**config.mk**
```make
export PLATFORM = sky130hd
export DESIGN_NAME = periodic_task_dispatcher_core
export DESIGN_NICKNAME = d
export VERILOG_FILES = /design/src/rtl/ptd_pkg.sv /design/src/rtl/ptd_regs.sv /design/src/rtl/ptd_seq.sv /design/src/rtl/ptd_dp.sv /design/src/rtl/periodic_task_dispatcher_core.sv
export SDC_FILE = /design/constraint.sdc
export NUM_CORES = 2
export LEC_CHECK = 0
export ABC_AREA = 1
export BUFFER_PORTS_ARGS = -buffer_cell sky130_fd_sc_hd__buf_2
export CAP_MARGIN = 20
export CORE_ASPECT_RATIO = 0.8
export CORE_MARGIN = 2
export CORE_UTILIZATION = 62
export CTS_CLUSTER_DIAMETER = 60
export CTS_CLUSTER_SIZE = 28
export DETAILED_ROUTE_END_ITERATION = 6
export PLACE_DENSITY_LB_ADDON = 0.12
export SKIP_CTS_REPAIR_TIMING = 1
export SYNTH_ARGS = -nofsm -noshare
export SYNTH_HDL_FRONTEND = slang
export SYNTH_SLANG_ARGS = --single-unit
```
**constraint.sdc**
```tcl
create_clock -name clk -period 7.05 [get_ports clk]
set_input_delay 0.705 -clock clk [delete_from_list [all_inputs] [get_ports clk]]
set_output_delay 0.705 -clock clk [all_outputs]
set_load 0.05 [all_outputs]
```
**src/rtl/ptd_pkg.sv**
```systemverilog
// Shared types, constants and control word layout of the task dispatcher
`default_nettype none

package ptd_pkg;

    localparam int MAX_TASKS = 16;
    localparam int IDX_W     = (MAX_TASKS > 1) ? $clog2(MAX_TASKS) : 1;
    localparam int CNT_W     = $clog2(MAX_TASKS + 1);

    localparam int ID_W      = 8;
    localparam int PERIOD_W  = 31;
    localparam int PRIO_W    = 8;
    localparam int TIME_W    = 32;
    localparam int STEP_W    = 20;
    localparam int TICKS_W   = 32;

    localparam int PADDR_W   = 3;
    localparam int PDATA_W   = 32;
    localparam logic [STEP_W-1:0] TIME_STEP_RESET = STEP_W'(1000);
    localparam logic [PADDR_W-3:0] REG_TIME_STEP  = '0;

    typedef enum logic [1:0] {
        CMD_TICK      = 2'd0,
        CMD_REGISTER  = 2'd1,
        CMD_CLEAR     = 2'd2,
        CMD_RESET_ALL = 2'd3
    } cmd_t;

    typedef struct packed {
        logic [TIME_W-1:0]   last_time;
        logic [ID_W-1:0]     ident;
        logic [PRIO_W-1:0]   prio;
        logic [PERIOD_W-1:0] period;
    } entry_t;

    typedef struct packed {
        logic                fired;
        logic [ID_W-1:0]     task_out;
        logic                last_of_run;
        logic                status;
        logic [TICKS_W-1:0]  ticks_done;
    } res_t;

    typedef enum logic [3:0] {
        S_IDLE,
        S_TICK_INIT,
        S_TICK_RD,
        S_TICK_EVAL,
        S_TICK_END,
        S_REG_INIT,
        S_REG_RD,
        S_REG_CMP,
        S_REG_INS,
        S_REG_FULL,
        S_CLEAR,
        S_RESET_ALL
    } step_t;

    typedef enum logic [2:0] {
        J_NEXT,
        J_ALWAYS,
        J_FULL,
        J_PTR_ZERO,
        J_PTR_END,
        J_PRIO_LESS
    } jmp_cond_t;

    typedef enum logic [2:0] {
        PTR_HOLD,
        PTR_ZERO,
        PTR_COUNT,
        PTR_INC,
        PTR_DEC_LESS
    } ptr_op_t;

    typedef enum logic {
        RD_PTR,
        RD_PTR_M1
    } rd_sel_t;

    typedef enum logic [1:0] {
        WR_NONE,
        WR_STAMP,
        WR_MOVE,
        WR_INSERT
    } wr_op_t;

    typedef enum logic [2:0] {
        EM_NONE,
        EM_PEND,
        EM_FINAL,
        EM_REG_OK,
        EM_REG_FULL,
        EM_CLEAR,
        EM_RESET
    } emit_t;

    typedef enum logic [1:0] {
        CNT_HOLD,
        CNT_INC,
        CNT_CLEAR
    } cnt_op_t;

    typedef enum logic [1:0] {
        TM_HOLD,
        TM_ADVANCE,
        TM_ZERO
    } time_op_t;

    typedef struct packed {
        jmp_cond_t cond;
        step_t     target;
        logic      done;
        ptr_op_t   ptr_op;
        logic      rd_en;
        rd_sel_t   rd_sel;
        wr_op_t    wr_op;
        emit_t     emit;
        cnt_op_t   cnt_op;
        time_op_t  time_op;
    } ctl_t;

    typedef struct packed {
        logic full;
        logic ptr_zero;
        logic ptr_end;
        logic prio_less;
        logic slot_free;
    } flags_t;

    localparam ctl_t CTL_NOP = '{
        cond:    J_NEXT,
        target:  S_IDLE,
        done:    1'b0,
        ptr_op:  PTR_HOLD,
        rd_en:   1'b0,
        rd_sel:  RD_PTR,
        wr_op:   WR_NONE,
        emit:    EM_NONE,
        cnt_op:  CNT_HOLD,
        time_op: TM_HOLD
    };

endpackage

`default_nettype wire

```
**src/rtl/ptd_regs.sv**
```systemverilog
// Configuration register file with APB-style access
`default_nettype none

module ptd_regs (
    input  wire logic                          clk,
    input  wire logic                          rst_n,
    input  wire logic                          psel,
    input  wire logic                          penable,
    input  wire logic                          pwrite,
    input  wire logic [ptd_pkg::PADDR_W-1:0]   paddr,
    input  wire logic [ptd_pkg::PDATA_W-1:0]   pwdata,
    output logic      [ptd_pkg::PDATA_W-1:0]   prdata,
    output logic                               pready,
    output logic      [ptd_pkg::STEP_W-1:0]    time_step
);
    import ptd_pkg::*;

    logic [STEP_W-1:0]   time_step_reg;
    logic [PADDR_W-3:0]  reg_index;
    logic                wr_fire;

    assign pready    = 1'b1;
    assign reg_index = paddr[PADDR_W-1:2];
    assign wr_fire   = psel && penable && pwrite && pready;

    always_ff @(posedge clk or negedge rst_n)
    begin
        if (!rst_n)
        begin
            time_step_reg <= TIME_STEP_RESET;
        end
        else if (wr_fire && (reg_index == REG_TIME_STEP))
        begin
            time_step_reg <= pwdata[STEP_W-1:0];
        end
    end

    always_comb
    begin
        prdata = '0;
        if (reg_index == REG_TIME_STEP)
        begin
            prdata = {{(PDATA_W-STEP_W){1'b0}}, time_step_reg};
        end
    end

    assign time_step = time_step_reg;

endmodule

`default_nettype wire

```
**src/rtl/ptd_seq.sv**
```systemverilog
// Microcode sequencer: step counter, control store and jump logic
`default_nettype none

module ptd_seq (
    input  wire logic            clk,
    input  wire logic            rst_n,
    input  wire logic            in_valid,
    input  wire ptd_pkg::cmd_t   cmd,
    input  wire ptd_pkg::flags_t flags,
    output logic                 in_ready,
    output ptd_pkg::ctl_t        ctl,
    output logic                 go
);
    import ptd_pkg::*;

    step_t pc_reg;
    step_t pc_next;
    step_t entry;
    logic  take;

    function automatic ctl_t ucode(input step_t s);
        ctl_t w;
        w = CTL_NOP;
        unique case (s)
            S_IDLE:
            begin
            end
            S_TICK_INIT:
            begin
                w.ptr_op = PTR_ZERO;
            end
            S_TICK_RD:
            begin
                w.cond   = J_PTR_END;
                w.target = S_TICK_END;
                w.rd_en  = 1'b1;
                w.rd_sel = RD_PTR;
            end
            S_TICK_EVAL:
            begin
                w.cond   = J_ALWAYS;
                w.target = S_TICK_RD;
                w.ptr_op = PTR_INC;
                w.wr_op  = WR_STAMP;
                w.emit   = EM_PEND;
            end
            S_TICK_END:
            begin
                w.done    = 1'b1;
                w.emit    = EM_FINAL;
                w.time_op = TM_ADVANCE;
            end
            S_REG_INIT:
            begin
                w.cond   = J_FULL;
                w.target = S_REG_FULL;
                w.ptr_op = PTR_COUNT;
            end
            S_REG_RD:
            begin
                w.cond   = J_PTR_ZERO;
                w.target = S_REG_INS;
                w.rd_en  = 1'b1;
                w.rd_sel = RD_PTR_M1;
            end
            S_REG_CMP:
            begin
                w.cond   = J_PRIO_LESS;
                w.target = S_REG_RD;
                w.ptr_op = PTR_DEC_LESS;
                w.wr_op  = WR_MOVE;
            end
            S_REG_INS:
            begin
                w.done   = 1'b1;
                w.wr_op  = WR_INSERT;
                w.cnt_op = CNT_INC;
                w.emit   = EM_REG_OK;
            end
            S_REG_FULL:
            begin
                w.done = 1'b1;
                w.emit = EM_REG_FULL;
            end
            S_CLEAR:
            begin
                w.done   = 1'b1;
                w.cnt_op = CNT_CLEAR;
                w.emit   = EM_CLEAR;
            end
            S_RESET_ALL:
            begin
                w.done    = 1'b1;
                w.cnt_op  = CNT_CLEAR;
                w.time_op = TM_ZERO;
                w.emit    = EM_RESET;
            end
            default:
            begin
            end
        endcase
        return w;
    endfunction

    assign ctl      = ucode(pc_reg);
    assign go       = (ctl.emit == EM_NONE) || flags.slot_free;
    assign in_ready = (pc_reg == S_IDLE);

    always_comb
    begin
        unique case (cmd)
            CMD_TICK:      entry = S_TICK_INIT;
            CMD_REGISTER:  entry = S_REG_INIT;
            CMD_CLEAR:     entry = S_CLEAR;
            CMD_RESET_ALL: entry = S_RESET_ALL;
        endcase
    end

    always_comb
    begin
        unique case (ctl.cond)
            J_NEXT:      take = 1'b0;
            J_ALWAYS:    take = 1'b1;
            J_FULL:      take = flags.full;
            J_PTR_ZERO:  take = flags.ptr_zero;
            J_PTR_END:   take = flags.ptr_end;
            J_PRIO_LESS: take = flags.prio_less;
            default:     take = 1'b0;
        endcase
    end

    always_comb
    begin
        pc_next = pc_reg;
        if (pc_reg == S_IDLE)
        begin
            if (in_valid)
            begin
                pc_next = entry;
            end
        end
        else if (go)
        begin
            if (ctl.done)
            begin
                pc_next = S_IDLE;
            end
            else if (take)
            begin
                pc_next = ctl.target;
            end
            else
            begin
                pc_next = step_t'(pc_reg + 4'd1);
            end
        end
    end

    always_ff @(posedge clk or negedge rst_n)
    begin
        if (!rst_n)
        begin
            pc_reg <= S_IDLE;
        end
        else
        begin
            pc_reg <= pc_next;
        end
    end

endmodule

`default_nettype wire

```
**src/rtl/ptd_dp.sv**
```systemverilog
// Datapath: task table, pointers, scheduler time, tick count and result register
`default_nettype none

module ptd_dp (
    input  wire logic                           clk,
    input  wire logic                           rst_n,
    input  wire logic                           accept,
    input  wire logic [ptd_pkg::ID_W-1:0]       in_id,
    input  wire logic [ptd_pkg::PERIOD_W-1:0]   in_period,
    input  wire logic [ptd_pkg::PRIO_W-1:0]     in_prio,
    input  wire logic [ptd_pkg::STEP_W-1:0]     time_step,
    input  wire ptd_pkg::ctl_t                  ctl,
    input  wire logic                           go,
    output ptd_pkg::flags_t                     flags,
    output logic                                res_valid,
    input  wire logic                           res_ready,
    output ptd_pkg::res_t                       res
);
    import ptd_pkg::*;

    entry_t                mem [MAX_TASKS];
    logic [MAX_TASKS-1:0]  fired_reg;
    entry_t                rd_reg;
    logic                  rd_fired_reg;

    logic [CNT_W-1:0]      ptr_reg;
    logic [CNT_W-1:0]      count_reg;
    logic [TIME_W-1:0]     now_reg;
    logic [TICKS_W-1:0]    tick_reg;
    logic                  pend_valid_reg;
    logic [ID_W-1:0]       pend_id_reg;
    logic [ID_W-1:0]       id_reg;
    logic [PERIOD_W-1:0]   period_reg;
    logic [PRIO_W-1:0]     prio_reg;
    logic                  out_valid_reg;
    res_t                  out_reg;

    logic [CNT_W-1:0]      rd_addr;
    logic [IDX_W-1:0]      rd_idx;
    logic [IDX_W-1:0]      wr_idx;
    logic [TIME_W-1:0]     elapsed;
    logic                  due;
    logic                  prio_less;
    logic                  wr_en;
    entry_t                wr_data;
    logic                  wr_fired;
    logic                  emit_en;
    res_t                  res_next;
    logic [TICKS_W-1:0]    tick_inc;

    assign rd_addr   = (ctl.rd_sel == RD_PTR_M1) ? (ptr_reg - CNT_W'(1)) : ptr_reg;
    assign rd_idx    = rd_addr[IDX_W-1:0];
    assign wr_idx    = ptr_reg[IDX_W-1:0];
    assign elapsed   = now_reg - rd_reg.last_time;
    assign due       = !rd_fired_reg || (elapsed >= {1'b0, rd_reg.period});
    assign prio_less = (rd_reg.prio < prio_reg);
    assign tick_inc  = tick_reg + TICKS_W'(1);

    assign flags.full      = (count_reg == CNT_W'(MAX_TASKS));
    assign flags.ptr_zero  = (ptr_reg == '0);
    assign flags.ptr_end   = (ptr_reg == count_reg);
    assign flags.prio_less = prio_less;
    assign flags.slot_free = !out_valid_reg || res_ready;

    always_comb
    begin
        wr_en    = 1'b0;
        wr_data  = rd_reg;
        wr_fired = rd_fired_reg;
        unique case (ctl.wr_op)
            WR_NONE:
            begin
            end
            WR_STAMP:
            begin
                wr_en             = due;
                wr_data.last_time = now_reg;
                wr_fired          = 1'b1;
            end
            WR_MOVE:
            begin
                wr_en = prio_less;
            end
            WR_INSERT:
            begin
                wr_en     = 1'b1;
                wr_data   = '{last_time: '0, ident: id_reg, prio: prio_reg,
                              period: period_reg};
                wr_fired  = 1'b0;
            end
        endcase
        wr_en = wr_en && go;
    end

    always_comb
    begin
        emit_en  = 1'b0;
        res_next = '{fired: 1'b0, task_out: '0, last_of_run: 1'b1, status: 1'b0,
                     ticks_done: tick_reg};
        unique case (ctl.emit)
            EM_NONE:
            begin
            end
            EM_PEND:
            begin
                emit_en              = due && pend_valid_reg;
                res_next.fired       = 1'b1;
                res_next.task_out    = pend_id_reg;
                res_next.last_of_run = 1'b0;
                res_next.ticks_done  = tick_inc;
            end
            EM_FINAL:
            begin
                emit_en             = 1'b1;
                res_next.fired      = pend_valid_reg;
                res_next.task_out   = pend_valid_reg ? pend_id_reg : '0;
                res_next.ticks_done = tick_inc;
            end
            EM_REG_OK:
            begin
                emit_en           = 1'b1;
                res_next.task_out = id_reg;
            end
            EM_REG_FULL:
            begin
                emit_en           = 1'b1;
                res_next.task_out = id_reg;
                res_next.status   = 1'b1;
            end
            EM_CLEAR:
            begin
                emit_en = 1'b1;
            end
            EM_RESET:
            begin
                emit_en             = 1'b1;
                res_next.ticks_done = '0;
            end
            default:
            begin
            end
        endcase
        emit_en = emit_en && go;
    end

    always_ff @(posedge clk)
    begin
        if (ctl.rd_en && go)
        begin
            rd_reg       <= mem[rd_idx];
            rd_fired_reg <= fired_reg[rd_idx];
        end
        if (wr_en)
        begin
            mem[wr_idx] <= wr_data;
        end
        if (accept)
        begin
            id_reg     <= in_id;
            period_reg <= in_period;
            prio_reg   <= in_prio;
        end
        if (go && (ctl.emit == EM_PEND) && due)
        begin
            pend_id_reg <= rd_reg.ident;
        end
        if (emit_en)
        begin
            out_reg <= res_next;
        end
    end

    always_ff @(posedge clk or negedge rst_n)
    begin
        if (!rst_n)
        begin
            fired_reg      <= '0;
            ptr_reg        <= '0;
            count_reg      <= '0;
            now_reg        <= '0;
            tick_reg       <= '0;
            pend_valid_reg <= 1'b0;
            out_valid_reg  <= 1'b0;
        end
        else
        begin
            if (go && (ctl.cnt_op == CNT_CLEAR))
            begin
                fired_reg <= '0;
            end
            else if (wr_en)
            begin
                fired_reg[wr_idx] <= wr_fired;
            end

            if (go)
            begin
                unique case (ctl.ptr_op)
                    PTR_HOLD:     ptr_reg <= ptr_reg;
                    PTR_ZERO:     ptr_reg <= '0;
                    PTR_COUNT:    ptr_reg <= count_reg;
                    PTR_INC:      ptr_reg <= ptr_reg + CNT_W'(1);
                    PTR_DEC_LESS: ptr_reg <= prio_less ? (ptr_reg - CNT_W'(1)) : ptr_reg;
                    default:      ptr_reg <= ptr_reg;
                endcase

                unique case (ctl.cnt_op)
                    CNT_HOLD:  count_reg <= count_reg;
                    CNT_INC:   count_reg <= count_reg + CNT_W'(1);
                    CNT_CLEAR: count_reg <= '0;
                    default:   count_reg <= count_reg;
                endcase

                unique case (ctl.time_op)
                    TM_HOLD:
                    begin
                    end
                    TM_ADVANCE:
                    begin
                        now_reg  <= now_reg + {{(TIME_W-STEP_W){1'b0}}, time_step};
                        tick_reg <= tick_inc;
                    end
                    TM_ZERO:
                    begin
                        now_reg  <= '0;
                        tick_reg <= '0;
                    end
                    default:
                    begin
                    end
                endcase

                if ((ctl.emit == EM_PEND) && due)
                begin
                    pend_valid_reg <= 1'b1;
                end
                else if (ctl.emit == EM_FINAL)
                begin
                    pend_valid_reg <= 1'b0;
                end
            end

            if (emit_en)
            begin
                out_valid_reg <= 1'b1;
            end
            else if (res_ready)
            begin
                out_valid_reg <= 1'b0;
            end
        end
    end

    assign res_valid = out_valid_reg;
    assign res       = out_reg;

endmodule

`default_nettype wire

```
**src/rtl/periodic_task_dispatcher_core.sv**
```systemverilog
// Top level of the priority periodic task dispatcher
//
//  channel  side    handshake                    word
//  s_*      input   s_tvalid/s_tready            tuser: command; tdata: id, period, priority
//  m_*      output  m_tvalid/m_tready, m_tlast   tuser: fired, status; tdata: task, ticks
//  apb      config  psel/penable/pwrite, pready  time_step at byte address 0
//
//  Tick: after accept the pointer is cleared, then each task is read, then evaluated and stamped;
//  a last step emits the final word. Register: entries with a lower prio are moved down, then
//  the new entry is inserted; a full table is refused; clear and reset all have a step each.
//  Tick evaluation and emitting steps wait while the output register is full and not taken.
//  Reset clears the table, time and tick count at once; no clearing pass is needed.
`default_nettype none

module periodic_task_dispatcher_core (
    input  wire logic                          clk,
    input  wire logic                          rst_n,
    input  wire logic                          s_tvalid,
    output logic                               s_tready,
    input  wire logic [47:0]                   s_tdata,  // task_id, task_period, task_priority
    input  wire logic [1:0]                    s_tuser,  // command
    output logic                               m_tvalid,
    input  wire logic                          m_tready,
    output logic [39:0]                        m_tdata,  // task_out, ticks_done
    output logic [1:0]                         m_tuser,  // fired, status
    output logic                               m_tlast,
    input  wire logic                          psel,
    input  wire logic                          penable,
    input  wire logic                          pwrite,
    input  wire logic [ptd_pkg::PADDR_W-1:0]   paddr,
    input  wire logic [ptd_pkg::PDATA_W-1:0]   pwdata,
    output logic      [ptd_pkg::PDATA_W-1:0]   prdata,
    output logic                               pready
);
    import ptd_pkg::*;

    logic              accept;
    logic [STEP_W-1:0] time_step;
    ctl_t              ctl;
    flags_t            flags;
    logic              go;
    res_t              res;

    assign accept = s_tvalid && s_tready;

    ptd_regs u_regs (
        .clk       (clk),
        .rst_n     (rst_n),
        .psel      (psel),
        .penable   (penable),
        .pwrite    (pwrite),
        .paddr     (paddr),
        .pwdata    (pwdata),
        .prdata    (prdata),
        .pready    (pready),
        .time_step (time_step)
    );

    ptd_seq u_seq (
        .clk      (clk),
        .rst_n    (rst_n),
        .in_valid (s_tvalid),
        .cmd      (cmd_t'(s_tuser)),
        .flags    (flags),
        .in_ready (s_tready),
        .ctl      (ctl),
        .go       (go)
    );

    ptd_dp u_dp (
        .clk       (clk),
        .rst_n     (rst_n),
        .accept    (accept),
        .in_id     (s_tdata[7:0]),
        .in_period (s_tdata[38:8]),
        .in_prio   (s_tdata[46:39]),
        .time_step (time_step),
        .ctl       (ctl),
        .go        (go),
        .flags     (flags),
        .res_valid (m_tvalid),
        .res_ready (m_tready),
        .res       (res)
    );

    assign m_tdata = {res.ticks_done, res.task_out};
    assign m_tuser = {res.status, res.fired};
    assign m_tlast = res.last_of_run;

endmodule

`default_nettype wire

```
======== Word level (Yosys, flattened, before mapping) ========
Memory sizes are Yosys's and may differ from the RTL's. A register that Yosys moved wholly into a read port is not among the register bits.
Cells that the tools add are included.
word-level totals
  flip-flop bits (word level) ............. 215
  latch bits .............................. 0
  memory bits (writable) .................. 1264
  bits in read-only memories .............. 0
  bits of input ports ..................... 92
  output and inout bits ................... 78
  logic and storage cells ................. 158
  memories kept ........................... 1
memories
  name      words  bits a word  read ports  clocked after Yosys merged registers in  write ports  RTL line      text
  u_dp.mem  16     79           1           1                                        1            ptd_dp.sv:21  entry_t mem [MAX_TASKS];
cells by class
  add/subtract/negate cells ............... 7
  multipliers ............................. 0
  divide/modulo/power cells ............... 0
  order comparisons ....................... 5
  equality and inequality tests ........... 40
  shift-type cells ........................ 0
  muxes and demuxes ....................... 46
  bitwise logic cells ..................... 1
  reductions and logical operators ........ 39
operators with widths
  operator               count
  $pmux 32 s2            4
  $mux 47                1
  $pmux 7 s5             1
  $add 32x1->32 const B  1
  $add 32x20->32         1
  $ge 32x31->1           1
  $mux 16                2
  $sub 32x32->32         1
  $mux 4                 6
  $pmux 8 s3             1
  $mux 20                1
  $pmux 5 s4             1
  $eq 3x2->1 const B     6
  $eq 3x3->1 const B     6
  $pmux 3 s6             1
  $bwmux 16              1
  $eq 4x3->1 const B     4
  $eq 4x4->1 const B     4
  $pmux 4 s4             1
  $logic_and 1x1->1      13
  $eq 2x2->1 const B     6
  $pmux 2 s2             3
  $pmux 3 s4             1
  $reduce_bool 2->1      6
  other kinds (36)       65

======== Logic depth before layout (Yosys ltp) ========
  depth in word-level cells ............... 8
  depth in mapped cells ................... 35
  mapped depth without buffers ............ 34

======== Modules after synthesis ========
Synthesis repeated with hierarchy kept, for this count alone.
second synthesis, totals
  cells, all modules ...................... 5326
  area, all modules ....................... 65643.0 um2
by module, submodules not included
  module                         times used  cells each  area an instance (um2)  sequential area each (um2)
  ptd_dp                         1           5064        63807.4                 45603.7
  ptd_regs                       1           148         1092.3                  508.0
  ptd_seq                        1           112         735.7                   100.1
  periodic_task_dispatcher_core  1           2           7.5                     0.0

======== Worst setup path after synthesis ========
No wires, ideal clock.
  path type ............................... register -> register
  from .................................... reg u_seq.pc_reg[0]
  to ...................................... reg u_dp.rd_fired_reg, enable pin
  library setup time ...................... 545 ps
  data arrival time ....................... 5336 ps
  required time ........................... 6505 ps
  setup slack ............................. 1169 ps
  cell stages (with the launch flop) ...... 10
  path buffers ............................ 0
  clock period less this slack ............ 5881 ps
  path through ............................ dfrtp_1 > inv_1 > ha_1 > inv_1 > nor3_1 > inv_1 > nand3_1 > nor2_1 > a21oi_4 > a21oi_1
between the ends
  longest elaborated chain between the ends .. 5
  elaborated cells between the ends (all ways) .. 13
  those cells by class .................... eq/ne: 8; mux: 2; reduce/logical: 3
ends and longest elaborated chain
  item                                      RTL line        text
  from (decl)                               ptd_seq.sv:16   step_t pc_reg;
  from (signal assigned)                    ptd_seq.sv:167  pc_reg <= pc_next;
  $eq 4x4->1, or another cell as far along  ptd_seq.sv:24   unique case (s)
  $pmux 3 s6                                ptd_seq.sv:24
  $logic_not 3->1                           ptd_seq.sv:106  assign go = (ctl.emit == EM_NONE) || flags.slot_free;
  $logic_or 1x1->1                          ptd_seq.sv:106
  $logic_and 1x1->1 (*)                     ptd_dp.sv:148   if (ctl.rd_en && go)
  to (signal assigned)                      ptd_dp.sv:151   rd_fired_reg <= fired_reg[rd_idx];
  to (decl)                                 ptd_dp.sv:24    logic rd_fired_reg;
Mark *: on every way between the ends. The rest lies on a longest branch, timed or not.
A chain may end at the register's enable or synchronous reset.

======== Worst setup path after layout ========
  from .................................... reg u_dp.now_reg[0]
  to ...................................... mem u_dp.mem[10][6] in the netlist's numbering, enable pin
between the ends
  longest elaborated chain between the ends .. 7
ends and longest elaborated chain
  item                          RTL line       text
  from (decl)                   ptd_dp.sv:28   logic [TIME_W-1:0] now_reg;
  from (signal assigned)        ptd_dp.sv:220  now_reg <= now_reg + {{(TIME_W-STEP_W){1'b0}}, time_step};
  $sub 32x32->32                ptd_dp.sv:54   assign elapsed = now_reg - rd_reg.last_time;
  $ge 32x31->1                  ptd_dp.sv:55   assign due = !rd_fired_reg || (elapsed >= {1'b0, rd_reg.period});
  $logic_or 1x1->1              ptd_dp.sv:55
  $pmux 1 s3                    ptd_dp.sv:70   unique case (ctl.wr_op)
  $logic_and 1x1->1             ptd_dp.sv:92   wr_en = wr_en && go;
  $mux 1                        ptd_dp.sv:153  if (wr_en)
  $mux 1 (not written as such)  ptd_dp.sv:155  mem[wr_idx] <= wr_data;
  to (decl)                     ptd_dp.sv:21
No other way between the ends.

==> reports/qor.txt <==
outcome: complete, but fails checks
failing checks: design-rule violations
Initial Utilization: 62.5%
Int Power: 19.8 mW
Max VDD drop: 0.423 mV
#FFs+latches synth: 1,558
skew final: 32.5 ps
post-route non-filler standard cell count: 6,783
drt wl/cell: 24.9 um
H-tree depth: 3
top-area cell type share of the netlist area: 66.3%
Area Growth Syn to Fin: 9.01%
Cell Pwr Density: 469 mW/mm^2
drt first pass iters: 7
Seq/Total Area, Yosys: 70.8%
CP Class: reg -> reg
drt via density: 6.38
f_max: 163 MHz
Placer Congestion: 0.917
cell count after placement: 6,594
DRT Wirelength: 169,000 um
cells after synthesis: 5,246
IO Port Bufs: 141
Synth cell types: 57
overall global routing resource usage: 30.9%
Placed Area: 0.0678 mm^2
Avg Inst Size Synth: 12.4 um^2
first-pass GRT wire length: 254,000 um
Post-synth EDFFs: 1,442
1st-iter DRT viols: 5,335
Largest register FFs: 1,264
Clk pwr share: 18.1%
setup_tns: 0 ps
final setup fails: 0
GR Overflow Total: 0
hpwl dp: 93,700 um
fraction of registers with async set/reset: 7.45%
cell area after synthesis: 0.0653 mm^2
Die X-Extent: 367 um
max_cap viols: 0
Die H: 294 um
RSZ-0062 raised after global routing: no
fin crit period: 6130 ps
Comb power frac: 40.8%
layout cell share with drive strength beyond 1: 9.59%
worst path required time: 7410 ps
area occupied by multi-input gates: 0.0165 mm^2
Final Hold Fails: 0
Sequential Power Share: 41.1%
register area: 0.0462 mm^2
core box area: 0.105 mm^2
Worst-path clk slew: 90 ps
post-layout instance area: 0.0712 mm^2
fillers: 7,563
crit-path max FO: 32
Crit path top cell by count: nand2_1
DRT antenna net count: 0
fin nets: 5,506
switching part of the total: 40.8%
synth top area cells: edfxtp_1, o21ai_0, nor2_1, dfrtp_1, o221ai_1
DR vias: 43,246
Relative slew margins: 22.3%
Worst Setup End Kind: flop
Final Util: 68.1%
final worst slack: 923 ps
number of antenna violations at the first check in global routing: 3
Max Buffers Root-to-Sink: 3
Root Buffer: clkbuf_16
CP max-delay cell: buf_4
DRC: 7
leakage power: 24.9 nW
ys flop type: edfxtp_1
post-synth top area cell: edfxtp_1
TritonCTS clock tree: done
Critical Path AT: 6480 ps
io pins: 170
slew at the pin closest to its max-slew limit: 1160 ps
startpoint types: flop
FP Rows: 106
Sink Count: 1,558
Tcrit/Tclk final: 86.9%
Die Area: 0.108 mm^2
CP max stage delay: 470 ps
insertion delay to the later sink of the worst-skew pair: 720 ps
largest net degree at the start of global routing: 206
warnings from Yosys: 0
Slew Viols, Final: 0
CTS Buf Count: 88
pre-CTS setup slack: 1020 ps
Psw: 13.6 mW
vias in the first global route: 41,029
Hold/Removal Path Class: in -> async
==> cells in the final DEF (no fill, tap or decap), types with 124 or more instances in the layout <==
master	Yosys	layout
o22ai_1	191	191
buf_2	47	140
o21ai_0	730	700
a21oi_1	125	124
o221ai_1	231	231
edfxtp_1	1442	1442
nor2_1	783	781
inv_1	328	312
nand2_1	369	368
==> area by class of cell <==
cell class / instances / share of cell area (%)
tap: 1404 / 2.47
multi-input combinational: 3028 / 23.2
inverter: 347 / 1.98
clock inverter: 62 / 1.20
antenna: 1 / 0.00352
sequential: 1558 / 64.9
timing repair buffer: 286 / 2.95
clock buffer: 97 / 3.26
==> worst max-delay path, delay by kind of cell, from the launching register on <==
family	cells	cell delay (ps)
AOI/OAI and AO/OA	4	1140
xor gates and xnor gates	1	180
adders and majority gates	3	830
buffers and inverters	7	1500
DFF	1	390
and+or+nand+nor	15	1680
==> power groups by stage <==
| stage | logic [mW] | registers, mW | clock network [mW] |
|---|---|---|---|
| floorplan | 8.35 | 14.3 | 0 |
| global placement | 12.8 | 13.9 | 0 |
| detailed placement | 13.2 | 13.9 | 0 |
| CTS | 13.2 | 13.7 | 6.10 |
| global route | 14.9 | 13.8 | 6.41 |
| finish | 13.6 | 13.7 | 6.04 |
==> cell usage after synthesis, drive strengths merged, types with 42 or more instances <==
master,instances
edfxtp,1442
nand3,121
xor2,62
o22ai,191
nor3,42
dfrtp,110
nor2,791
o21ai,771
o211ai,95
o221ai,231
inv,346
ha,103
clkbuf,242
nand2,375
buf,82
a21oi,127
==> per-layer routing <==
| metal | vias up | GRT usage [%] | part of all wire, % |
|---|---|---|---|
| li1 | 19425 | - | - |
| met3 | 300 | 5.35 | 8.7 |
| met5 | - | 0 | 0.0095 |
| met2 | 2087 | 48.9 | 47 |
| met4 | 2 | 8.56 | 2.7 |
| met1 | 21432 | 45.0 | 42 |
==> worst paths after layout <==
path	start	to	slack, ps	depth (start not counted)
worst max register to register	u_dp.now_reg[0]	u_dp.mem[10][6]	920	30
worst min register to register	u_dp.rd_reg[39]	u_dp.pend_id_reg[0]	470	0
min in group clk	s_tdata[0]	u_dp.id_reg[0]	160	1
worst min-delay path	rst_n	u_dp.tick_reg[21]	160	1
worst max-delay path	u_dp.now_reg[0]	u_dp.mem[10][6]	920	30
max in group asynchronous	rst_n	u_dp.now_reg[8]	5620	2
==> per-stage QoR <==
stage                     hold WS, ps  power (mW)
final                             158        33.4
after global routing              123        35.1
after CTS                         116        33.1
after detailed placement          440        27.1
after global placement            432        26.7
after floorplan                   409        22.6
==> cells by family (layout without fill, tap and decap cells) <==
kind of cell / count (synthesis) / after routing / synth area share [%]
buffers and inverters: 671 / 792 / 4.10
AOI/OAI and AO/OA: 1461 / 1461 / 13.5
DFF: 1558 / 1558 / 70.8
xor gates and xnor gates: 73 / 73 / 0.979
adders and majority gates: 105 / 105 / 2.04
other: 2 / 14 / 0.0115
and+or+nand+nor: 1376 / 1376 / 8.63
Power figures use the tool's default switching activity.
